===== config.mk =====
export PLATFORM = sky130hd
export DESIGN_NAME = tcp_mss_clamp
export DESIGN_NICKNAME = d
export VERILOG_FILES = /design/src/rtl/mssc_pkg.sv /design/src/rtl/mssc_walker.sv /design/src/rtl/mssc_result.sv /design/src/rtl/tcp_mss_clamp.sv
export SDC_FILE = /design/constraint.sdc
export NUM_CORES = 1
export LEC_CHECK = 0
export BUFFER_PORTS_ARGS = -buffer_cell sky130_fd_sc_hd__buf_2
export CORE_AREA = 5 5 166 287
export DETAILED_ROUTE_END_ITERATION = 8
export DIE_AREA = 0 0 171 292
export GPL_TIMING_DRIVEN = 0
export HOLD_SLACK_MARGIN = 0.12
export SLEW_MARGIN = 5
export SYNTH_ARGS = -nofsm -noshare
export SYNTH_HDL_FRONTEND = slang
export SYNTH_SLANG_ARGS = --single-unit

===== constraint.sdc =====
create_clock -name clk_i -period 10.15 [get_ports clk_i]
set_input_delay 0.5075 -clock clk_i [delete_from_list [all_inputs] [get_ports clk_i]]
set_output_delay 0.5075 -clock clk_i [all_outputs]
set_load 0.01 [all_outputs]

===== src/rtl/mssc_pkg.sv =====
// mssc_pkg: shared constants and types of the tcp mss clamp block
// no dependencies; used by mssc_walker, mssc_result and tcp_mss_clamp
`default_nettype none

package mssc_pkg;

  // configuration register indexes
  localparam logic CfgIpv4Limit = 1'b0;
  localparam logic CfgIpv6Limit = 1'b1;

  localparam int unsigned LimitW = 11;

  // tcp header constants
  localparam logic [7:0] ProtoTcp      = 8'd6;
  localparam logic [6:0] PosDataOffset = 7'd12;
  localparam logic [6:0] PosFlags      = 7'd13;
  localparam logic [6:0] PosCsumHigh   = 7'd16;
  localparam logic [6:0] PosCsumLow    = 7'd17;
  localparam logic [6:0] HdrMinLen     = 7'd20;
  localparam logic [6:0] PosMax        = 7'd127;

  // option codes
  localparam logic [7:0] OptEnd    = 8'd0;
  localparam logic [7:0] OptNop    = 8'd1;
  localparam logic [7:0] OptMss    = 8'd2;
  localparam logic [7:0] OptMssLen = 8'd4;
  localparam logic [7:0] OptMinLen = 8'd2;

  // what the header parser hands to the result stage for the current word
  typedef struct packed {
    logic        emit;
    logic        syn;
    logic [5:0]  hdr_len;
    logic [15:0] csum;
    logic [15:0] mss;
    logic [5:0]  mss_off;
  } seg_info_t;

endpackage

`default_nettype wire


===== src/rtl/mssc_walker.sv =====
// mssc_walker: per-segment header parser and tcp option walker
// depends on mssc_pkg
`default_nettype none

module mssc_walker (
  input  var logic              clk_i,
  input  var logic              rst_ni,
  input  var logic              adv_i,
  input  var logic [7:0]        data_byte_i,
  input  var logic              last_byte_i,
  output mssc_pkg::seg_info_t   info_o
);

  typedef enum logic [2:0] {
    PhKind,
    PhLen,
    PhSkip,
    PhMssHigh,
    PhMssLow
  } phase_e;

  logic [6:0]  pos_q, pos_d;
  logic [5:0]  hl_q, hl_d;
  logic        syn_q, syn_d;
  logic [15:0] csum_q, csum_d;
  phase_e      phase_q, phase_d;
  logic [7:0]  kind_q, kind_d;
  logic [6:0]  end_q, end_d;
  logic [15:0] mss_q, mss_d;
  logic [5:0]  off_q, off_d;
  logic        done_q, done_d;
  logic        sent_q, sent_d;

  logic        emit;
  logic [6:0]  hend;
  logic [8:0]  opt_end_full;
  logic [6:0]  pos_m1;

  assign pos_m1       = pos_q - 7'd1;
  assign opt_end_full = {2'b00, pos_q} + {1'b0, data_byte_i} - 9'd1;
  assign hend         = ({1'b0, hl_d} > mssc_pkg::HdrMinLen) ? {1'b0, hl_d}
                                                             : mssc_pkg::HdrMinLen;

  // one parse step for the current word
  always_comb begin
    hl_d    = hl_q;
    syn_d   = syn_q;
    csum_d  = csum_q;
    phase_d = phase_q;
    kind_d  = kind_q;
    end_d   = end_q;
    mss_d   = mss_q;
    off_d   = off_q;
    done_d  = done_q;
    sent_d  = sent_q;
    emit    = 1'b0;
    if (!sent_q) begin
      // fixed header fields
      if (pos_q == mssc_pkg::PosDataOffset) begin
        hl_d = {data_byte_i[7:4], 2'b00};
      end else if (pos_q == mssc_pkg::PosFlags) begin
        syn_d = data_byte_i[1];
      end else if (pos_q == mssc_pkg::PosCsumHigh) begin
        csum_d = {data_byte_i, csum_q[7:0]};
      end else if (pos_q == mssc_pkg::PosCsumLow) begin
        csum_d = {csum_q[15:8], data_byte_i};
      end

      // option walk inside the header
      if (pos_q >= mssc_pkg::HdrMinLen && pos_q < {1'b0, hl_q} && !done_q) begin
        unique case (phase_q)
          PhKind: begin
            if (data_byte_i == mssc_pkg::OptEnd) begin
              done_d = 1'b1;
            end else if (data_byte_i != mssc_pkg::OptNop) begin
              kind_d  = data_byte_i;
              phase_d = PhLen;
            end
          end
          PhLen: begin
            if (data_byte_i < mssc_pkg::OptMinLen) begin
              done_d = 1'b1;
            end else if (kind_q == mssc_pkg::OptMss) begin
              if (data_byte_i == mssc_pkg::OptMssLen) begin
                phase_d = PhMssHigh;
              end else begin
                done_d = 1'b1;
              end
            end else begin
              end_d   = (opt_end_full > {2'b00, mssc_pkg::PosMax}) ? mssc_pkg::PosMax
                                                                   : opt_end_full[6:0];
              phase_d = (data_byte_i == mssc_pkg::OptMinLen) ? PhKind : PhSkip;
            end
          end
          PhSkip: begin
            if ({1'b0, pos_q} + 8'd1 >= {1'b0, end_q}) begin
              phase_d = PhKind;
            end
          end
          PhMssHigh: begin
            kind_d  = data_byte_i;
            phase_d = PhMssLow;
          end
          PhMssLow: begin
            mss_d  = {kind_q, data_byte_i};
            off_d  = pos_m1[5:0];
            done_d = 1'b1;
          end
          default: begin
            done_d = 1'b1;
          end
        endcase
      end

      // result due at header end or on a truncated segment
      emit = last_byte_i || ({1'b0, pos_q} + 8'd1 >= {1'b0, hend});
      if (emit) begin
        sent_d = 1'b1;
      end
    end
    pos_d = (pos_q == mssc_pkg::PosMax) ? pos_q : pos_q + 7'd1;
  end

  assign info_o = '{emit: emit, syn: syn_d, hdr_len: hl_d, csum: csum_d,
                    mss: mss_d, mss_off: off_d};

  // segment state, cleared after the final word
  always_ff @(posedge clk_i or negedge rst_ni) begin
    if (!rst_ni) begin
      pos_q   <= '0;
      hl_q    <= '0;
      syn_q   <= 1'b0;
      csum_q  <= '0;
      phase_q <= PhKind;
      kind_q  <= '0;
      end_q   <= '0;
      mss_q   <= '0;
      off_q   <= '0;
      done_q  <= 1'b0;
      sent_q  <= 1'b0;
    end else if (adv_i) begin
      if (last_byte_i) begin
        pos_q   <= '0;
        hl_q    <= '0;
        syn_q   <= 1'b0;
        csum_q  <= '0;
        phase_q <= PhKind;
        kind_q  <= '0;
        end_q   <= '0;
        mss_q   <= '0;
        off_q   <= '0;
        done_q  <= 1'b0;
        sent_q  <= 1'b0;
      end else begin
        pos_q   <= pos_d;
        hl_q    <= hl_d;
        syn_q   <= syn_d;
        csum_q  <= csum_d;
        phase_q <= phase_d;
        kind_q  <= kind_d;
        end_q   <= end_d;
        mss_q   <= mss_d;
        off_q   <= off_d;
        done_q  <= done_d;
        sent_q  <= sent_d;
      end
    end
  end

endmodule

`default_nettype wire


===== src/rtl/mssc_result.sv =====
// mssc_result: limit registers, clamp decision, checksum patch and result register
// depends on mssc_pkg
`default_nettype none

module mssc_result (
  input  var logic                        clk_i,
  input  var logic                        rst_ni,
  input  var logic                        cfg_we_i,
  input  var logic                        cfg_idx_i,
  input  var logic [mssc_pkg::LimitW-1:0] cfg_data_i,
  input  var logic                        load_i,
  input  var mssc_pkg::seg_info_t         info_i,
  input  var logic                        is_ipv6_i,
  input  var logic [7:0]                  protocol_i,
  input  var logic                        out_ready_i,
  output logic                            out_valid_o,
  output logic                            rewrite_o,
  output logic [5:0]                      mss_offset_o,
  output logic [15:0]                     new_mss_o,
  output logic [15:0]                     old_mss_o,
  output logic [15:0]                     new_checksum_o
);

  logic [mssc_pkg::LimitW-1:0] v4_lim_q, v6_lim_q, limit;
  logic        rw;
  logic [17:0] sum0;
  logic [16:0] sum1;
  logic [16:0] sum2;
  logic [15:0] patched;
  logic        out_valid_q;
  logic        rw_q;
  logic [5:0]  off_q;
  logic [15:0] nm_q, om_q, nc_q;

  // limit registers
  always_ff @(posedge clk_i or negedge rst_ni) begin
    if (!rst_ni) begin
      v4_lim_q <= '0;
      v6_lim_q <= '0;
    end else if (cfg_we_i) begin
      unique case (cfg_idx_i)
        mssc_pkg::CfgIpv4Limit: v4_lim_q <= cfg_data_i;
        mssc_pkg::CfgIpv6Limit: v6_lim_q <= cfg_data_i;
        default: ;
      endcase
    end
  end

  // clamp decision
  assign limit = is_ipv6_i ? v6_lim_q : v4_lim_q;
  assign rw = (protocol_i == mssc_pkg::ProtoTcp) && info_i.syn
              && ({1'b0, info_i.hdr_len} > mssc_pkg::HdrMinLen)
              && (info_i.mss != 16'd0) && (limit != '0)
              && (info_i.mss > {5'd0, limit});

  // incremental checksum update, one's complement sum folded twice
  assign sum0    = {2'b00, ~info_i.csum} + {2'b00, ~info_i.mss} + {7'd0, limit};
  assign sum1    = {1'b0, sum0[15:0]} + {15'd0, sum0[17:16]};
  assign sum2    = {1'b0, sum1[15:0]} + {16'd0, sum1[16]};
  assign patched = ~sum2[15:0];

  // result register
  always_ff @(posedge clk_i or negedge rst_ni) begin
    if (!rst_ni) begin
      out_valid_q <= 1'b0;
    end else if (load_i) begin
      out_valid_q <= 1'b1;
    end else if (out_ready_i) begin
      out_valid_q <= 1'b0;
    end
  end

  always_ff @(posedge clk_i) begin
    if (load_i) begin
      rw_q  <= rw;
      off_q <= info_i.mss_off;
      nm_q  <= rw ? {5'd0, limit} : info_i.mss;
      om_q  <= info_i.mss;
      nc_q  <= rw ? patched : info_i.csum;
    end
  end

  assign out_valid_o    = out_valid_q;
  assign rewrite_o      = rw_q;
  assign mss_offset_o   = off_q;
  assign new_mss_o      = nm_q;
  assign old_mss_o      = om_q;
  assign new_checksum_o = nc_q;

endmodule

`default_nettype wire


===== src/rtl/tcp_mss_clamp.sv =====
// tcp_mss_clamp: top level, input register around the parser and result stage
// depends on mssc_pkg, mssc_walker, mssc_result
//
//   channel  | handshake              | word
//   ---------+------------------------+-------------------------------------------
//   in       | in_valid_i/in_ready_o  | data_byte, is_ipv6, protocol, last_byte
//   out      | out_valid_o/out_ready_i| rewrite, mss_offset, new_mss, old_mss,
//            |                        | new_checksum (one per segment)
//   cfg      | cfg_we_i               | cfg_idx_i, cfg_data_i, write only
//
// one input word per cycle unless the input is stalled; a word passes through the
// input register, and its result, if any, is then loaded into the result register.
// the parse step between the two registers is the only per-word logic.
// reset clears limits and segment state; no clearing pass.
// a full, unread result register stalls the input only when the word in the
// input register would produce another result.
`default_nettype none

module tcp_mss_clamp (
  input  var logic                        clk_i,
  input  var logic                        rst_ni,
  input  var logic                        cfg_we_i,
  input  var logic                        cfg_idx_i,
  input  var logic [mssc_pkg::LimitW-1:0] cfg_data_i,
  input  var logic                        in_valid_i,
  output logic                            in_ready_o,
  input  var logic [7:0]                  data_byte_i,
  input  var logic                        is_ipv6_i,
  input  var logic [7:0]                  protocol_i,
  input  var logic                        last_byte_i,
  output logic                            out_valid_o,
  input  var logic                        out_ready_i,
  output logic                            rewrite_o,
  output logic [5:0]                      mss_offset_o,
  output logic [15:0]                     new_mss_o,
  output logic [15:0]                     old_mss_o,
  output logic [15:0]                     new_checksum_o
);

  logic        s1_valid_q;
  logic [7:0]  s1_byte_q;
  logic        s1_v6_q;
  logic [7:0]  s1_proto_q;
  logic        s1_last_q;
  logic        s1_adv;
  logic        out_free;
  mssc_pkg::seg_info_t info;

  // advance when the word makes no result or the result slot frees up
  assign out_free   = !out_valid_o || out_ready_i;
  assign s1_adv     = s1_valid_q && (!info.emit || out_free);
  assign in_ready_o = !s1_valid_q || s1_adv;

  // input register
  always_ff @(posedge clk_i or negedge rst_ni) begin
    if (!rst_ni) begin
      s1_valid_q <= 1'b0;
    end else if (in_ready_o) begin
      s1_valid_q <= in_valid_i;
    end
  end

  always_ff @(posedge clk_i) begin
    if (in_ready_o && in_valid_i) begin
      s1_byte_q  <= data_byte_i;
      s1_v6_q    <= is_ipv6_i;
      s1_proto_q <= protocol_i;
      s1_last_q  <= last_byte_i;
    end
  end

  mssc_walker u_walker (
    .clk_i       (clk_i),
    .rst_ni      (rst_ni),
    .adv_i       (s1_adv),
    .data_byte_i (s1_byte_q),
    .last_byte_i (s1_last_q),
    .info_o      (info)
  );

  mssc_result u_result (
    .clk_i          (clk_i),
    .rst_ni         (rst_ni),
    .cfg_we_i       (cfg_we_i),
    .cfg_idx_i      (cfg_idx_i),
    .cfg_data_i     (cfg_data_i),
    .load_i         (s1_adv && info.emit),
    .info_i         (info),
    .is_ipv6_i      (s1_v6_q),
    .protocol_i     (s1_proto_q),
    .out_ready_i    (out_ready_i),
    .out_valid_o    (out_valid_o),
    .rewrite_o      (rewrite_o),
    .mss_offset_o   (mss_offset_o),
    .new_mss_o      (new_mss_o),
    .old_mss_o      (old_mss_o),
    .new_checksum_o (new_checksum_o)
  );

endmodule

`default_nettype wire

### Yosys cells after proc, flatten, opt, wreduce, memory -nomap -nowiden

Index checks and enable logic that the tools add are counted.

* reductions and logical operators: 35
* bitwise gates (word level): 4
* magnitude comparators: 8
* equal/unequal tests: 27
* multiplexer cells: 65
* div/mod/pow operators: 0
* $mul: 0
* shifts and indexed selects: 0
* add/sub/neg operators: 9

Operators by type and width (number)
* 16-bit 2-to-1 mux: 10
* 7-bit 2-to-1 mux: 9
* 6-bit 2-to-1 mux: 8
* 8-bit 2-to-1 mux: 6
* 16-bit inverter: 3
* 3-bit 2-to-1 mux: 9
* 11-bit 2-to-1 mux: 2
* 18-bit by 11-bit adder with 18-bit output: 1
* 16-bit by 16-bit adder with 17-bit output: 1
* 16-bit by 2-bit adder with 17-bit output: 1
* 1-bit 2-to-1 mux: 17
* 16-bit by 1-bit adder with 16-bit output: 1
* 8-bit by 2-bit equality test with 1-bit output (second input constant): 2
* 8-bit by 3-bit equality test with 1-bit output (second input constant): 2
* 8-bit by 7-bit >= comparator with 1-bit output: 2
* 16-bit by 11-bit greater-than comparator with 1-bit output: 1
* 8-bit one-hot mux with 2 select lines: 1
* 16-bit nonzero test: 1
* 7-bit by 4-bit equality test with 1-bit output (second input constant): 2
* 7-bit by 5-bit equality test with 1-bit output (second input constant): 2
* 3-bit one-hot mux with 4 select lines: 1
* 6-bit AND reduction: 2
* 11-bit nonzero test: 1
* 1-bit logical AND: 10
* 36 further kinds: 53

* output and inout bits: 57
* memory bits (read-only): 0
* word-level logic and storage cells: 173
* register bits after elaboration: 169
* bits in writable memories: 0
* memories kept: 0
* bits of input ports: 35
* latch bits: 0

### Longest topological paths before layout

* depth after elaboration: 13
* depth in mapped cells: 44
* gate-level depth less buffers: 41

### Cells and area by module

Synthesis repeated with hierarchy kept, for this count alone.

* cell total of the unflattened synthesis: 1061
* area total of the unflattened synthesis: 10626.4 um^2

By module, submodules not included
* mssc_result: sequential area each 2227.1 um^2, area each 5316.3 um^2, cells an instance 509, instances 1
* mssc_walker: sequential area each 1801.7 um^2, area each 4687.0 um^2, cells an instance 526, instances 1
* tcp_mss_clamp: sequential area each 565.5 um^2, area each 623.1 um^2, cells an instance 26, instances 1

### Worst setup path after synthesis

No wires, ideal clock.

* kind: reg-to-reg
* start: register u_walker.pos_q[4]
* end: register u_result.nc_q[14] (netlist: u_result.new_checksum_o[14]) (data pin)
* data arrival time: 8190 ps
* required time: 9884 ps
* period minus slack after synthesis: 8456 ps
* path buffers: 4
* cell stages (with the launch flop): 41
* path slack: 1694 ps
* setup time: 266 ps
* path through: dfrtp_1 -> ha_1 -> and3b_1 -> a22o_1 -> a211o_1 -> buf_2 -> nor2_1 -> buf_4 -> nand2_1 -> and2_1 -> clkbuf_1 -> ha_1 -> nand3_1 -> or4_1 -> a31oi_1 -> o211ai_1 -> o21ai_0 -> xor2_1 -> (+5 left out) -> nand2_1 -> nor3_1 -> xnor2_1 -> ha_1 -> fa_1 -> nand4_1 -> nor4_1 -> nand3_1 -> nor2_1 -> nor4b_1 -> ha_1 -> and3_1 -> clkbuf_1 -> nand2_1 -> or3_1 -> nor3_1 -> xnor2_1 -> mux2i_1

* word-level cells in the longest chain between the ends: 13
* elaborated cells on any way between the ends: 36
* classes of those cells: add/sub (4); order compare (4); eq/ne (4); mux (13); bitwise (3); reduce/logical (8)

Ends and longest elaborated chain
* start, declared: line mssc_walker.sv:22 `logic [6:0] pos_q, pos_d;`
* start signal, assigned: line mssc_walker.sv:155 `pos_q <= pos_d;`
* parallel branches: the longest is 12 deep, another holds 18-bit by 11-bit adder with 18-bit output
* 16-bit 2-to-1 mux *: line mssc_result.sv:79 `nc_q <= rw ? patched : info_i.csum;`
* end signal, assigned: line mssc_result.sv:79
* end, declared: line mssc_result.sv:33 `logic [15:0] nm_q, om_q, nc_q;`

Mark *: on every way between the ends.
A chain may end at the register's enable or synchronous reset.

### Worst setup path in the final report

* start: register u_walker.hl_q[5]
* end: register u_result.nc_q[15] (netlist: u_result.new_checksum_o[15]) (data pin)

* word-level cells in the longest chain between the ends: 12
* elaborated cells on any way between the ends: 21
* classes of those cells: add/sub (4); order compare (3); mux (5); bitwise (2); reduce/logical (7)

Ends and longest elaborated chain
* start, declared: line mssc_walker.sv:23 `logic [5:0] hl_q, hl_d;`
* start signal, assigned: line mssc_walker.sv:156 `hl_q <= hl_d;`
* 7-bit by 6-bit less-than comparator with 1-bit output: line mssc_walker.sv:70 `if (pos_q >= mssc_pkg::HdrMinLen && pos_q < {1'b0, hl_q} && !done_q) begin`
* 1-bit logical AND (2 in series): line mssc_walker.sv:70
* 16-bit 2-to-1 mux: line mssc_walker.sv:70
* 16-bit 2-to-1 mux: line mssc_walker.sv:57 `if (!sent_q) begin`
* 16-bit inverter: line mssc_result.sv:57 `assign sum0 = {2'b00, ~info_i.csum} + {2'b00, ~info_i.mss} + {7'd0, limit};`
* 16-bit by 16-bit adder with 17-bit output: line mssc_result.sv:57
* 18-bit by 11-bit adder with 18-bit output: line mssc_result.sv:57
* 16-bit by 2-bit adder with 17-bit output: line mssc_result.sv:58 `assign sum1 = {1'b0, sum0[15:0]} + {15'd0, sum0[17:16]};`
* 16-bit by 1-bit adder with 16-bit output: line mssc_result.sv:59 `assign sum2 = {1'b0, sum1[15:0]} + {16'd0, sum1[16]};`
* 16-bit inverter: line mssc_result.sv:60 `assign patched = ~sum2[15:0];`
* 16-bit 2-to-1 mux *: line mssc_result.sv:79

Every way passes the cells marked *; elsewhere a longest branch is shown, timed or not.

==> results.ini <==
[clock_tree]
clkTransAtPathRegs_ns = 0.07
cts_buffers = 17
clock_latency_ns = 0.45
htree_levels = 4
cts_tree = built
cts_num_sinks = 169
cts-root-buf = clkbuf_16
cts_buffer_depth = 2

[route]
wire_per_inst_um = 18.90
vias_per_cell = 4.848
vias = 8721
dr.first_iter.drc_count = 470
ant_nets = 0
routed_wl_mm = 33.99
route.detailed.drc = 0
dr.pass1.iters = 6

[global_route]
gr-total-overflow = 0
grt_pass1_vias = 8929
grt_max_degree = 64
grt_use_total = 0.1344
antenna_found_initial = 1
grt_pass1_wl_mm = 51.23

[synth]
synth_fa_ha_area_frac = 0.09495
ys.flop_type = dfrtp_1
netlist.area_leader.share = 0.2251
ys_seq_area_frac = 0.4304
synthXorXnorAreaFrac = 0.05931
synth_area_um2 = 10670
synth_fp_nets = 1201
synth_edf_count = 73
yosysMostFrequentCell = nand2_1
netlist_top_cells_count = nand2_1 (110), dfrtp_1 (96), inv_1 (83), nor2_1 (77)
synthSimpleGateAreaFrac = 0.1437
yosys.cell_types.count = 79
synth.area.mux_share = 0.07186
synth_compound_area_frac = 0.1516
async_reset_ff_frac = 0.5680
synth-seq-cells = 169
synth_top_family_by_area = compound AO/OA/AOI/OAI gates
yosysWarnings = 0
avgSynthCellArea_um2 = 9.802
synth_top_area_cell = dfrtp_1
synthTopCellsByArea = dfrtp_1 (23%), edfxtp_1 (21%), ha_1 (8.6%)
netlist_instances = 1089

[placed_design]
place.gp.congestion = 0.9094
dpl_cell_area_um2 = 11910
io_buffer_count = 91
dpl_worst_slack_ns = -0.9293
hpwl_mm = 27.05

[sta]
fin_skew_ns = 0.01080
setup_violations = 0
slew_viol_final = 0
finalHoldViolCount = 0
max_freq_mhz = 103.1
finalCritPeriodShare = 0.9552
maxSlewHeadroom = 0.3650
tightest_slew_ns = 0.9260
whs_ns = 0.2267
setup_ws_ns = 0.4545
min_period_ns = 9.696

[power_and_ir_drop]
vdd_drop_max_mv = 0.1231
pwr-share-seq = 0.408
leakage_nw = 5.250
netSwitchingFraction = 0.3105
pwr-share-comb = 0.233
power_density_nw_per_um2 = 151.6
p_sw_w = 0.0005958
p_clk_frac = 0.359
internal_power_w = 0.001323

[setup_path]
worstSetupStartpoint = u_walker.hl_q[5]
cp_slowest_cell = or4_1
worstPathMaxFanout = 10
r2r_slack_ns = 0.45
crit_top_cell = ha_1
crit_type = flop to flop
cp-end-kind = flop
cp-endpoint = u_result.new_checksum_o[15]
timing.rr.start = u_walker.hl_q[5]
critPathRequiredTime_ns = 10.41
rr_worst_depth = 41
cp-start-kind = flop
slowest_delay_ns = 0.55
critPathArrivalTime_ns = 9.96
regToRegEndpoint = u_result.new_checksum_o[15]

[die]
start_util = 0.2373
die_area_um2 = 49930
die_w_um = 171
rows = 103
io_pins = 92
core_um2 = 44980
die_h_um = 292

[final_layout]
fillerInstances = 4670
fin_nets = 1320
multiInputGateArea_um2 = 5653
area_growth_pct = 18.59
final_area_um2 = 12660
seq_area_um2 = 4597
drive_gt1_frac = 0.1663
final_util = 0.2814

[status]
status = completed

[run]
drv_cap = 0

[worst_hold_path]
hp-class = input port to flop

worst max-delay path, delay by kind of cell (launching register included):
| family | cells | cell delay, ns |
|---|---|---|
| flops | 1 | 0.41 |
| mux | 1 | 0.21 |
| simple gates | 21 | 4.27 |
| fa+ha+maj | 6 | 1.69 |
| buf+inv | 4 | 0.72 |
| xor+xnor | 3 | 0.77 |
| compound gates | 6 | 1.41 |
stage by stage:
stage                     instances  total power [W]  TNS [ns]
after global routing           1798         0.002012  -0.01814
after global placement         1757         0.001224    -3.530
after CTS                      1794         0.001931         0
final                          1799         0.001919         0
after detailed placement       1760         0.001235    -3.824
after floorplan                1089         0.001096         0
worst min path at each step:
| stage | startpoint | endpoint | cells after the start |
|---|---|---|---|
| final | protocol_i[1] | s1_proto_q[1] | 1 |
| after floorplan | rst_ni | s1_valid_q | 0 |
| after global placement | u_walker.csum_q[4] | u_walker.csum_q[4] | 2 |
| after global routing | protocol_i[0] | s1_proto_q[0] | 1 |
| after detailed placement | u_walker.mss_q[10] | u_walker.mss_q[10] | 2 |
| after CTS | protocol_i[1] | s1_proto_q[1] | 1 |
timing repair:
item,4_1_cts,5_1_grt
gates resized for setup,9,12
hold buffers,1,0
endpoints found under the setup margin,9,6
cloned,0,0
setup buffers,1,5
pin swaps,2,5
endpoints found under the hold margin,33,0
area by class of cell:
cell class | count | share of cell area
antenna | 1 | 0.0001977
buffer | 47 | 0.01611
multi-input combinational | 789 | 0.4466
clock inverter | 12 | 0.01315
sequential | 169 | 0.3632
inverter | 83 | 0.02461
tap | 577 | 0.05703
timing repair buffer | 101 | 0.04389
clock buffer | 20 | 0.03529
cell usage in the layout (no fill, tap or decap), types with 4 or more instances in the layout:
cell | synthesis | layout
nor2_1 | 77 | 76
clkbuf_1 | 38 | 38
nor4_1 | 11 | 7
ha_1 | 73 | 73
o211ai_1 | 6 | 6
fa_1 | 4 | 4
a21o_1 | 16 | 16
mux2_2 | 29 | 29
nand2b_1 | 8 | 8
mux2i_1 | 44 | 40
o21ai_0 | 53 | 52
clkbuf_16 | 0 | 17
mux2i_2 | 0 | 4
a31oi_1 | 10 | 10
a211oi_1 | 4 | 4
o21ai_1 | 5 | 5
xnor2_1 | 43 | 43
a22o_1 | 4 | 4
xor2_1 | 23 | 23
nor4_2 | 2 | 5
buf_2 | 3 | 94
and3_1 | 6 | 5
buf_4 | 1 | 9
a32o_1 | 6 | 6
clkinv_4 | 0 | 4
dfrtp_1 | 96 | 94
a21oi_2 | 1 | 4
edfxtp_1 | 73 | 73
nand4_1 | 10 | 10
nand2_1 | 110 | 109
nand3_1 | 23 | 23
and2_1 | 12 | 11
nor2b_1 | 15 | 15
a21oi_1 | 71 | 68
o31ai_1 | 39 | 39
inv_1 | 83 | 83
buf_1 | 4 | 4
nor3_1 | 22 | 22
cell families after synthesis:
family          Yosys count
compound gates          248
mux                      73
flops                   169
xor+xnor                 69
buf+inv                 131
fa+ha+maj                79
simple gates            320
routing by layer:
layer	up-vias	GRT usage	wire [um]
met5	-	0	0
met4	0	0.1023	2726
met3	107	0.02194	1357
met2	289	0.2552	18730
met1	4183	0.1240	11180
li1	4142	-	-
power groups by stage:
stage	combinational, W	clock [W]	sequential [W]
final	0.000448	0.000689	0.000783
after global routing	0.000492	0.000733	0.000787
after CTS	0.000445	0.000703	0.000783
after detailed placement	0.000438	0	0.000797
after global placement	0.000427	0	0.000797
after floorplan	0.000303	0	0.000793
state kept, by name (all words and copies together) (netlist names), 3 cells and up:
signal,flops
u_walker.hl_q,6
u_result.new_checksum_o,16
u_result.mss_offset_o,6
u_result.new_mss_o,16
u_walker.kind_q,8
u_walker.mss_q,16
u_result.v4_lim_q,11
u_walker.csum_q,16
u_walker.end_q,7
u_walker.pos_q,7
s1_proto_q,8
u_result.v6_lim_q,11
u_result.old_mss_o,16
u_walker.off_q,6
s1_byte_q,8
u_walker.phase_q,3
(Power assumes the default switching activity.)
